**src/nbsc_pkg.sv**
```systemverilog
// Package for the nearest band separation check: widths, constants, codes and types.
// No dependencies.
`timescale 1ns / 1ps
package nbsc_pkg;
  localparam int MaxBands = 8;
  localparam int SlotW = $clog2(MaxBands);
  localparam int FreqW = 24;
  localparam int DistW = 42;
  localparam int QuotW = 42;
  localparam logic CMD_LOAD = 1'b0;
  localparam logic CMD_ASSESS = 1'b1;
  localparam logic [3:0] REG_BAND_COUNT = 4'd0;
  localparam logic [3:0] REG_MARGIN = 4'd1;

  typedef struct packed {
    logic [15:0]          mode;
    logic [FreqW-1:0]     freq;
    logic [FreqW-1:0]     unc;
    logic [SlotW-1:0]     slot;
    logic signed [DistW-1:0] distance;
  } job_t;
endpackage

```
**src/nearest_band_separation_check.sv**
```systemverilog
// Top level of the nearest band separation check: config registers, front, queue, back.
// Depends on nbsc_pkg, nbsc_front, nbsc_queue, nbsc_back.
//
// Channel  | Handshake            | Payload
// in       | in_valid / in_stall  | command, band_slot, band_min_hz ... mode_number
// out      | out_valid / out_stall| mode_number_out, frequency_out, nearest_band, ...
// cfg      | cfg_we, cfg_index    | cfg_data
//
// A load writes the band table. An assess with a nonzero band count stalls the input
// for a walk through a two-stage read and multiply path, then the handoff to the queue.
// The back end accepts a job, divides (one quotient bit a cycle) and registers the
// result; a zero frequency skips the divide. It stalls the queue until its result is
// registered, so it takes no new job before then.
// Reset is synchronous; the band table is not cleared. A stalled output holds;
// the queue lets the front start the next walk while the back waits.
`timescale 1ns / 1ps
module nearest_band_separation_check (
  input  logic clk,
  input  logic rst,
  input  logic in_valid,
  output logic in_stall,
  input  logic command,
  input  logic [2:0] band_slot,
  input  logic [23:0] band_min_hz,
  input  logic [23:0] band_max_hz,
  input  logic [23:0] mode_frequency,
  input  logic [23:0] mode_uncertainty,
  input  logic [15:0] mode_number,
  input  logic cfg_we,
  input  logic [3:0] cfg_index,
  input  logic [15:0] cfg_data,
  output logic out_valid,
  input  logic out_stall,
  output logic [15:0] mode_number_out,
  output logic [23:0] frequency_out,
  output logic [2:0] nearest_band,
  output logic signed [31:0] separation,
  output logic overlaps
);
  import nbsc_pkg::*;
  logic [3:0] band_count;
  logic [15:0] margin_fraction;
  logic fv, fs, qv, qs;
  job_t fj, qj;

  always_ff @(posedge clk) begin
    if (rst) begin
      band_count <= '0;
      margin_fraction <= '0;
    end else if (cfg_we) begin
      if (cfg_index == REG_BAND_COUNT) band_count <= cfg_data[3:0];
      else if (cfg_index == REG_MARGIN) margin_fraction <= cfg_data;
    end
  end

  nbsc_front u_front (.clk, .rst, .in_valid, .in_stall, .command, .band_slot,
    .band_min_hz, .band_max_hz, .mode_frequency, .mode_uncertainty, .mode_number,
    .count(band_count), .margin(margin_fraction),
    .job_valid(fv), .job(fj), .job_stall(fs));
  nbsc_queue u_queue (.clk, .rst, .wr_valid(fv), .wr_stall(fs), .wr_data(fj),
    .rd_valid(qv), .rd_stall(qs), .rd_data(qj));
  nbsc_back u_back (.clk, .rst, .job_valid(qv), .job_stall(qs), .job(qj),
    .out_valid, .out_stall, .mode_number_out, .frequency_out, .nearest_band,
    .separation, .overlaps);
endmodule

```
**src/nbsc_front.sv**
```systemverilog
// Front end: band table, band walk with multipliers, nearest band search.
// Depends on nbsc_pkg.
`timescale 1ns / 1ps
module nbsc_front (
  input  logic clk,
  input  logic rst,
  input  logic in_valid,
  output logic in_stall,
  input  logic command,
  input  logic [2:0] band_slot,
  input  logic [23:0] band_min_hz,
  input  logic [23:0] band_max_hz,
  input  logic [23:0] mode_frequency,
  input  logic [23:0] mode_uncertainty,
  input  logic [15:0] mode_number,
  input  logic [3:0] count,
  input  logic [15:0] margin,
  output logic job_valid,
  output nbsc_pkg::job_t job,
  input  logic job_stall
);
  import nbsc_pkg::*;

  typedef enum logic [2:0] {
    S_IDLE = 3'b001,
    S_WALK = 3'b010,
    S_DONE = 3'b100
  } state_t;

  state_t state, state_next;
  logic [FreqW-1:0] low_mem [MaxBands];
  logic [FreqW-1:0] high_mem [MaxBands];
  logic [SlotW:0] idx;
  logic [SlotW:0] limit;
  logic [FreqW-1:0] lo_q, hi_q;
  logic signed [DistW-1:0] lo_p, hi_p, fs, a, b, d;
  logic signed [DistW-1:0] best;
  logic [SlotW-1:0] best_slot;
  logic have_best;
  logic [SlotW-1:0] rd_slot;
  logic [15:0] mode_q;
  logic [FreqW-1:0] freq_q, unc_q;
  logic accept;

  assign in_stall = (state != S_IDLE);
  assign accept = in_valid && !in_stall;
  assign limit = (count > 4'(MaxBands)) ? (SlotW+1)'(MaxBands) : (SlotW+1)'(count);
  assign fs = DistW'({freq_q, 16'h0000});
  // Products are registered (lo_q/hi_q read, then multiplied into lo_p/hi_p).
  always_ff @(posedge clk) begin
    lo_q <= low_mem[idx[SlotW-1:0]];
    hi_q <= high_mem[idx[SlotW-1:0]];
    rd_slot <= idx[SlotW-1:0];
    lo_p <= DistW'(lo_q * (17'h10000 - 17'(margin)));
    hi_p <= DistW'(hi_q * (17'h10000 + 17'(margin)));
    if (accept && command == CMD_LOAD) begin
      low_mem[band_slot[SlotW-1:0]] <= band_min_hz;
      high_mem[band_slot[SlotW-1:0]] <= band_max_hz;
    end
  end

  always_comb begin
    a = fs - lo_p;
    b = hi_p - fs;
    if (fs < lo_p) d = lo_p - fs;
    else if (fs > hi_p) d = fs - hi_p;
    else d = (a < b) ? -a : -b;
  end

  // Pipeline: idx read -> lo_q (1) -> lo_p (2) -> compare. Two valid stages.
  logic [1:0] vpipe;
  logic [SlotW-1:0] slot_p;
  always_comb begin
    state_next = state;
    unique case (state)
      S_IDLE: if (accept && command == CMD_ASSESS && limit != '0) state_next = S_WALK;
      S_WALK: if (idx == limit && vpipe == 2'b00) state_next = S_DONE;
      S_DONE: if (!job_stall) state_next = S_IDLE;
      default: state_next = S_IDLE;
    endcase
  end

  always_ff @(posedge clk) begin
    if (rst) begin
      state <= S_IDLE;
      idx <= '0;
      vpipe <= '0;
      have_best <= 1'b0;
    end else begin
      state <= state_next;
      if (state == S_IDLE) begin
        idx <= '0;
        vpipe <= '0;
        have_best <= 1'b0;
        if (accept) begin
          mode_q <= mode_number;
          freq_q <= mode_frequency;
          unc_q <= mode_uncertainty;
        end
      end else if (state == S_WALK) begin
        vpipe <= {vpipe[0], idx != limit};
        if (idx != limit) idx <= idx + 1'b1;
        slot_p <= rd_slot;
        if (vpipe[1] && (!have_best || d < best)) begin
          best <= d;
          best_slot <= slot_p;
          have_best <= 1'b1;
        end
      end
    end
  end

  assign job_valid = (state == S_DONE);
  assign job.mode = mode_q;
  assign job.freq = freq_q;
  assign job.unc = unc_q;
  assign job.slot = best_slot;
  assign job.distance = best;
endmodule

```
**src/nbsc_queue.sv**
```systemverilog
// Two-entry queue between front and back ends.
// Depends on nbsc_pkg.
`timescale 1ns / 1ps
module nbsc_queue (
  input  logic clk,
  input  logic rst,
  input  logic wr_valid,
  output logic wr_stall,
  input  nbsc_pkg::job_t wr_data,
  output logic rd_valid,
  input  logic rd_stall,
  output nbsc_pkg::job_t rd_data
);
  import nbsc_pkg::*;
  job_t mem [2];
  logic wp, rp;
  logic [1:0] fill;
  logic push, pop;

  assign wr_stall = (fill == 2'd2);
  assign rd_valid = (fill != 2'd0);
  assign push = wr_valid && !wr_stall;
  assign pop = rd_valid && !rd_stall;
  assign rd_data = mem[rp];

  always_ff @(posedge clk) begin
    if (push) mem[wp] <= wr_data;
    if (rst) begin
      wp <= 1'b0;
      rp <= 1'b0;
      fill <= '0;
    end else begin
      if (push) wp <= ~wp;
      if (pop) rp <= ~rp;
      fill <= fill + 2'(push) - 2'(pop);
    end
  end
endmodule

```
**src/nbsc_back.sv**
```systemverilog
// Back end: serial divider for the separation, saturation and output register.
// Depends on nbsc_pkg.
`timescale 1ns / 1ps
module nbsc_back (
  input  logic clk,
  input  logic rst,
  input  logic job_valid,
  output logic job_stall,
  input  nbsc_pkg::job_t job,
  output logic out_valid,
  input  logic out_stall,
  output logic [15:0] mode_number_out,
  output logic [23:0] frequency_out,
  output logic [2:0] nearest_band,
  output logic signed [31:0] separation,
  output logic overlaps
);
  import nbsc_pkg::*;

  typedef enum logic [2:0] {
    B_IDLE = 3'b001,
    B_DIV  = 3'b010,
    B_OUT  = 3'b100
  } bstate_t;

  bstate_t state;
  logic [QuotW-1:0] quo;
  logic [FreqW:0] rem;
  logic [FreqW-1:0] dvs;
  logic [5:0] step;
  logic neg;
  job_t hold;
  logic [DistW-1:0] mag;
  logic [FreqW:0] trial;
  logic [QuotW-1:0] q;
  logic signed [QuotW:0] sq;

  assign job_stall = (state != B_IDLE);
  assign mag = job.distance[DistW-1] ? DistW'(-job.distance) : job.distance;
  assign trial = {rem[FreqW-1:0], quo[QuotW-1]};
  assign q = (hold.freq == '0) ? QuotW'(quo >> 8) : quo;
  assign sq = neg ? -$signed({1'b0, q}) : $signed({1'b0, q});

  always_ff @(posedge clk) begin
    if (rst) begin
      state <= B_IDLE;
      out_valid <= 1'b0;
    end else begin
      unique case (state)
        B_IDLE: if (job_valid) begin
          hold <= job;
          neg <= job.distance[DistW-1];
          quo <= mag;
          rem <= '0;
          dvs <= job.freq;
          step <= '0;
          state <= (job.freq == '0) ? B_OUT : B_DIV;
        end
        B_DIV: begin
          // Restoring division, one quotient bit per cycle.
          if (trial >= {1'b0, dvs}) begin
            rem <= trial - {1'b0, dvs};
            quo <= {quo[QuotW-2:0], 1'b1};
          end else begin
            rem <= trial;
            quo <= {quo[QuotW-2:0], 1'b0};
          end
          step <= step + 1'b1;
          if (step == 6'(QuotW-1)) state <= B_OUT;
        end
        B_OUT: if (!out_valid || !out_stall) begin
          out_valid <= 1'b1;
          mode_number_out <= hold.mode;
          frequency_out <= hold.freq;
          nearest_band <= 3'(hold.slot);
          overlaps <= (hold.distance <= $signed(DistW'({hold.unc, 16'h0000})));
          if (sq > 43'sh0_7FFF_FFFF) separation <= 32'sh7FFF_FFFF;
          else if (sq < -43'sh0_8000_0000) separation <= 32'sh8000_0000;
          else separation <= 32'(sq);
          state <= B_IDLE;
        end
        default: state <= B_IDLE;
      endcase
      if (out_valid && !out_stall && !(state == B_OUT)) out_valid <= 1'b0;
    end
  end
endmodule

```
**config.mk**
```make
export PLATFORM = sky130hd
export DESIGN_NAME = nearest_band_separation_check
export DESIGN_NICKNAME = d
export VERILOG_FILES = /design/src/nbsc_pkg.sv /design/src/nearest_band_separation_check.sv /design/src/nbsc_front.sv /design/src/nbsc_queue.sv /design/src/nbsc_back.sv
export SDC_FILE = /design/constraint.sdc
export NUM_CORES = 2
export LEC_CHECK = 0
export BUFFER_PORTS_ARGS = -buffer_cell sky130_fd_sc_hd__buf_2
export CAP_MARGIN = 30
export CORE_MARGIN = 2
export CORE_UTILIZATION = 45
export CTS_CLUSTER_SIZE = 16
export DETAILED_ROUTE_END_ITERATION = 10
export REMOVE_ABC_BUFFERS = 1
export SYNTH_ARGS = -nofsm -noshare
export SYNTH_HDL_FRONTEND = slang
export SYNTH_SLANG_ARGS = --single-unit
```
**constraint.sdc**
```tcl
create_clock -name clk -period 13.3 [get_ports clk]
set_input_delay 1.33 -clock clk [delete_from_list [all_inputs] [get_ports clk]]
set_output_delay 1.33 -clock clk [all_outputs]
set_load 0.05 [all_outputs]
```
# == After elaboration in Yosys (flattened, before gate mapping) ==
# Memories as Yosys holds them, arrays and structs flattened. A register that Yosys moved wholly into a read port is not among the register bits.
# Cells that the tools add are included.
# word_totals
regBits,495
ramBits,602
wordCells,160
out_inout_bits,78
mem_count,3
# classes
bitwise,6
n_addsub,15
n_mul,2
eq_ne,19
n_mux,31
n_reduce_logical,41
n_lt_le_gt_ge,9
# memory_table
memory,depth,width,read_ports,rd_clocked_by_memory_dff,write_ports,line,text
u_queue.mem,2,109,1,1,1,nbsc_queue.sv:15,job_t mem [2];
u_front.high_mem,8,24,1,1,1,nbsc_front.sv:32,logic [FreqW-1:0] high_mem [MaxBands];
u_front.low_mem,8,24,1,1,1,nbsc_front.sv:31,logic [FreqW-1:0] low_mem [MaxBands];
# ops
cell,count
42-bit two-way mux,6
42-bit negator,3
42-bit < comparator,2
24-bit by 42-bit multiplier with 42-bit output,2
42-bit case mux with 2 select lines,1
41-bit by 42-bit subtractor with 42-bit output,2
42-bit by 41-bit subtractor with 42-bit output,2
24-bit logical NOT,2
24-bit two-way mux,2
24-bit case mux with 2 select lines,1
"43-bit by 32-bit greater-than comparator with 1-bit output, second input constant",1
"43-bit by 32-bit < comparator with 1-bit output, second input constant",1
43-bit two-way mux,1
42-bit negator with 43-bit output,1
41-bit by 42-bit greater-than comparator with 1-bit output,1
42-bit by 41-bit less-or-equal comparator with 1-bit output,1
41-bit by 42-bit < comparator with 1-bit output,1
32-bit two-way mux,1
25-bit by 24-bit greater-or-equal comparator with 1-bit output,1
3-bit AND reduction,8
24-bit subtractor,1
3-bit two-way mux,7
"17-bit by 16-bit adder with 18-bit output, first input constant",1
3-bit case mux with 3 select lines,2
32 further kinds,72

# == Logic depth before layout (Yosys ltp) ==
# depth
depth_word,9
ltp_mapped,36
ltp_nobuf,35

# == Hierarchy ==
# A second synthesis with hierarchy kept.
# hier_totals
hier_cells,7282
hier_area_um2,81471.9
# modules_own_cells
mod,area_per_inst_um2,cells_per_inst,seq_area_each_um2,n_inst
nbsc_front,58078.2,5541,17797.1,1
nbsc_back,14348.8,1286,7797.5,1
nbsc_queue,8125.3,368,6646.4,1
nearest_band_separation_check,919.6,87,400.4,1

# == Worst setup path after synthesis ==
# Ideal clock, no wire load.
# synth_path
path_kind,input to register
start,in rst
end,"reg u_back.dvs[0], enable pin"
stages,2
arrival_ns,8.986
t_required_ns,12.590
path_buffers,1
setup_ns,0.710
path_slack_ns,3.604
path_cell_list,clkbuf_1 -> nor3_1
# synth_via
elab_chain_len,2
# synth_lines
element,line,text
start: declaration,nearest_band_separation_check.sv:19,"input logic rst,"
1-bit inverter (no line),-,
3-bit AND reduction (no line),-,
end signal: assignment,nbsc_back.sv:55,dvs <= job.freq;
end: declaration,nbsc_back.sv:29,logic [FreqW-1:0] dvs;
# No other way between the ends.
# A chain may end at the register's enable or synchronous reset.

# == Worst setup path after layout ==
# layout_path
start,reg u_front.freq_q[1]
end,"reg u_front.best[14], enable pin"
# layout_via
elab_chain_len,9
word_cells_on_any_way,16
cone_classes,6 x add/sub; 4 x order compare; 3 x mux; 3 x reduce/logical
# layout_lines
element,line,text
start: declaration,nbsc_front.sv:42,"logic [FreqW-1:0] freq_q, unc_q;"
start signal: assignment,nbsc_front.sv:97,freq_q <= mode_frequency;
41-bit by 42-bit subtractor with 42-bit output / 42-bit by 41-bit subtractor with 42-bit output (equally long branches),"nbsc_front.sv:63, nbsc_front.sv:64",
42-bit < comparator,nbsc_front.sv:67,else d = (a < b) ? -a : -b;
42-bit two-way mux,nbsc_front.sv:67,
42-bit two-way mux,nbsc_front.sv:66,else if (fs > hi_p) d = fs - hi_p;
42-bit two-way mux *,nbsc_front.sv:65,if (fs < lo_p) d = lo_p - fs;
via u_front.d[7],nbsc_front.sv:36,"logic signed [DistW-1:0] lo_p, hi_p, fs, a, b, d;"
42-bit < comparator *,nbsc_front.sv:104,if (vpipe[1] && (!have_best || d < best)) begin
1-bit logical OR *,nbsc_front.sv:104,
1-bit logical AND *,nbsc_front.sv:104,
4-bit AND reduction (no line) *,-,
end signal: assignment,nbsc_front.sv:105,best <= d;
end: declaration,nbsc_front.sv:37,logic signed [DistW-1:0] best;
# The timed path passes the listed nets; every way through them passes the cells marked *.

==> results.sh <==
export IMPL_run_status="completed"
export IMPL_swShare_pct=40.5
export IMPL_crit_required_ns=13.70
export IMPL_io_buffers=218
export IMPL_avgSynthCellArea_um2=11.2
export IMPL_power_density_nw_per_um2=170
export IMPL_clk_insertion_delay_late_ns=0.81
export IMPL_comb_power_share_pct=45.6
export IMPL_cts_hold_buffers=0
export IMPL_yosys_register_bits=1145
export IMPL_design_area_um2=89500
export IMPL_r2r_start="u_front.freq_q[1]$_DFFE_PP_"
export IMPL_gp_congestion=0.963
export IMPL_die_x_um=429
export IMPL_cts_resized=0
export IMPL_synth_edf_count=971
export IMPL_netSwitchingPower_uw=6160
export IMPL_setup_tns_final_ns=0
export IMPL_synth_cell_type_count=101
export IMPL_cts_tree="built"
export IMPL_coreArea_um2=179000
export IMPL_fill_cells=16100
export IMPL_synth_area_um2=81300
export IMPL_io_pins=219
export IMPL_grt_max_degree=73
export IMPL_p_int_uw=9060
export IMPL_yosys_warnings=0
export IMPL_fp_dieArea_um2=184000
export IMPL_slew_headroom_pct=31.1
export IMPL_drc=0
export IMPL_grt_pass1_vias=56300
export IMPL_pwr_share_clk_pct=23.7
export IMPL_cts_buffer_depth=3
export IMPL_hold_ws_ns=0.402
export IMPL_worst_r2r_path_depth=29
export IMPL_fmax_mhz=104
export IMPL_hp_class="reg -> reg"
export IMPL_fp_dieH_um=429
export IMPL_synth_yosys_seq_area_share_pct=40.2
export IMPL_antenna_found_initial=4
export IMPL_gr_usage_all_layers_pct=23.4
export IMPL_drt_iter0_markers=3902
export IMPL_worst_path_buf_inv=4
export IMPL_overflow=0
export IMPL_path_clk_slew_ns=0.06
export IMPL_ff_latch_area_um2=32700
export IMPL_cts_num_sinks=1145
export IMPL_post_cts_buffers=0
export IMPL_irDropWorstVdd_uv=152
export IMPL_hold_viol=0
export IMPL_avgRoutedWirePerCell_um=21.7
export IMPL_start_util_pct=45.4
export IMPL_grt_first_pass_wirelength_mm=334
export IMPL_hp_start="u_front.rd_slot[2]$_DFF_P_"
export IMPL_cts_root_buf="clkbuf_16"
export IMPL_critical_path_max_stage_delay_ns=0.75
export IMPL_drive_above_1_share_pct=11.5
export IMPL_whs_path_depth=0
export IMPL_slew_viol_final=0
export IMPL_worstSetupPathType="reg -> reg"
export IMPL_max_cap_violations=0
export IMPL_worst_endpoint_arrival_ns=10.01
export IMPL_regToRegSetupSlack_ns=3.69
export IMPL_crit_fanout=45
export IMPL_ant_nets=0
export IMPL_critPathSlowestCell="a2111oi_0"
export IMPL_row_count=155
export IMPL_synthCells=7280
export IMPL_finalSetupViolations=0
export IMPL_instances_no_fill=9872
export IMPL_endpoint_kind="flop"
export IMPL_dr_total_vias=54200
export IMPL_final_common_cell="inv_1"
export IMPL_power_sequential_fraction_pct=30.7
export IMPL_worstReg2RegEnd="u_front.best[14]$_DFFE_PP_"
export IMPL_rsz0062_at_grt="no"
export IMPL_final_cell_mix="1017 x inv_1, 971 x edfxtp_1, 736 x nand2_1"
export IMPL_dp_hpwl_mm=161
export IMPL_synthArstFlopShare_pct=0
export IMPL_startpoint_type="flop"
export IMPL_final_core_util_pct=50.0
export IMPL_crit_family="compound AO/OA/AOI/OAI gates"
export IMPL_whs_endpoint="u_front.slot_p[2]$_DFFE_PP_"
export IMPL_multi_input_area_um2=43800
export IMPL_routed_wl_mm=214
export IMPL_tightest_slew_ns=1.03
export IMPL_dp_cells=9634
export IMPL_fin_skew_ns=0.0514
export IMPL_numCtsBuffers=130
export IMPL_vias_per_cell=5.49
export IMPL_final_period_utilization_pct=72.3
export IMPL_nets=8759
export IMPL_min_period_ns=9.61
export IMPL_first_pass_iters=7
export IMPL_leakagePower_uw=0.0368
export IMPL_ys_flop_type="edfxtp_1"
export IMPL_area_growth_pct=10.1
export IMPL_h_tree_depth=4
export IMPL_dpl_instance_area_um2=85100
## Yosys cell counts (97+ instances only)
cell | count | area (µm²)
o21ai_0 | 212 | 1060
clkbuf_1 | 251 | 942
inv_1 | 1017 | 3820
mux2_2 | 142 | 1600
and2_1 | 319 | 2000
edfxtp_1 | 971 | 29200
nor2_1 | 324 | 1220
a21oi_1 | 291 | 1460
dfxtp_1 | 174 | 3480
ha_1 | 542 | 6780
nor3_1 | 113 | 566
fa_1 | 663 | 13300
nand2_1 | 737 | 2770
xnor2_1 | 257 | 2250
a21o_1 | 97 | 728
## per-stage QoR
step | power (µW) | worst slack [ns]
after floorplan | 9510 | 2.98
after global placement | 11500 | 3.84
after detailed placement | 11600 | 3.75
after CTS | 15300 | 3.70
after global routing | 16200 | 3.00
final | 15200 | 3.69
## metal layers
layer | global-route usage [%] | routed length [µm] | vias up
met3 | 3.75 | 11600 | 364
met5 | 0.0520 | 0 | -
met2 | 39.5 | 104000 | 1536
li1 | - | - | 25000
met4 | 7.08 | 6640 | 0
met1 | 30.9 | 92000 | 27300
## flip-flops by register name, summed over array words and instances (netlist names), 32 cells and up, named ones only
register	cells
u_back.hold	85
u_front.best	42
u_back.separation	32
u_front.lo_p	42
u_front.high_mem	192
u_queue.mem	218
u_back.quo	42
u_front.hi_p	42
u_front.low_mem	192
## power by group through the flow
stage	Clock [µW]	Combinational [µW]	Sequential, µW
after floorplan	0	4890	4620
after global placement	0	6780	4750
after detailed placement	0	6840	4750
after global routing	3840	7710	4700
after CTS	3700	6900	4670
final	3600	6940	4680
## worst max path at each step
stage / endpoint / slack, ns / start / cells past startpoint
3_5_place_dp: u_front.best_slot[2]$_DFFE_PP_ / 3.75 / u_front.freq_q[1]$_DFFE_PP_ / 29
2_1_floorplan: u_front.best[0]$_DFFE_PP_ / 2.98 / u_front.freq_q[1]$_DFFE_PP_ / 31
6_report: u_front.best[14]$_DFFE_PP_ / 3.69 / u_front.freq_q[1]$_DFFE_PP_ / 29
3_3_place_gp: u_front.best[4]$_DFFE_PP_ / 3.84 / u_front.freq_q[1]$_DFFE_PP_ / 29
5_1_grt: u_front.best[15]$_DFFE_PP_ / 3.00 / u_front.freq_q[1]$_DFFE_PP_ / 31
4_1_cts: u_front.best[14]$_DFFE_PP_ / 3.70 / u_front.freq_q[1]$_DFFE_PP_ / 29
## cells by family (layout without fill, tap and decap cells)
| logic type | after synthesis | after routing | synth area share (%) |
|---|---|---|---|
| DFF | 1145 | 1145 | 40.2 |
| buffers and inverters | 1334 | 1570 | 6.20 |
| other | 0 | 1 | 0 |
| AOI/OAI and AO/OA | 1001 | 1001 | 7.87 |
| and+or+nand+nor | 1918 | 1918 | 11.6 |
| muxes | 333 | 333 | 5.80 |
| adders and majority gates | 1205 | 1205 | 24.7 |
| xor gates and xnor gates | 344 | 344 | 3.73 |
## cell type report
type | instances | share of cell area, %
clock buffer | 170 | 4.03
antenna | 1 | 0.00280
inverter | 1019 | 4.27
sequential | 1145 | 36.5
tap | 2355 | 3.29
multi-input combinational | 4801 | 49.0
clock inverter | 65 | 0.830
timing repair buffer | 316 | 2.09
(Power assumes the default switching activity.)
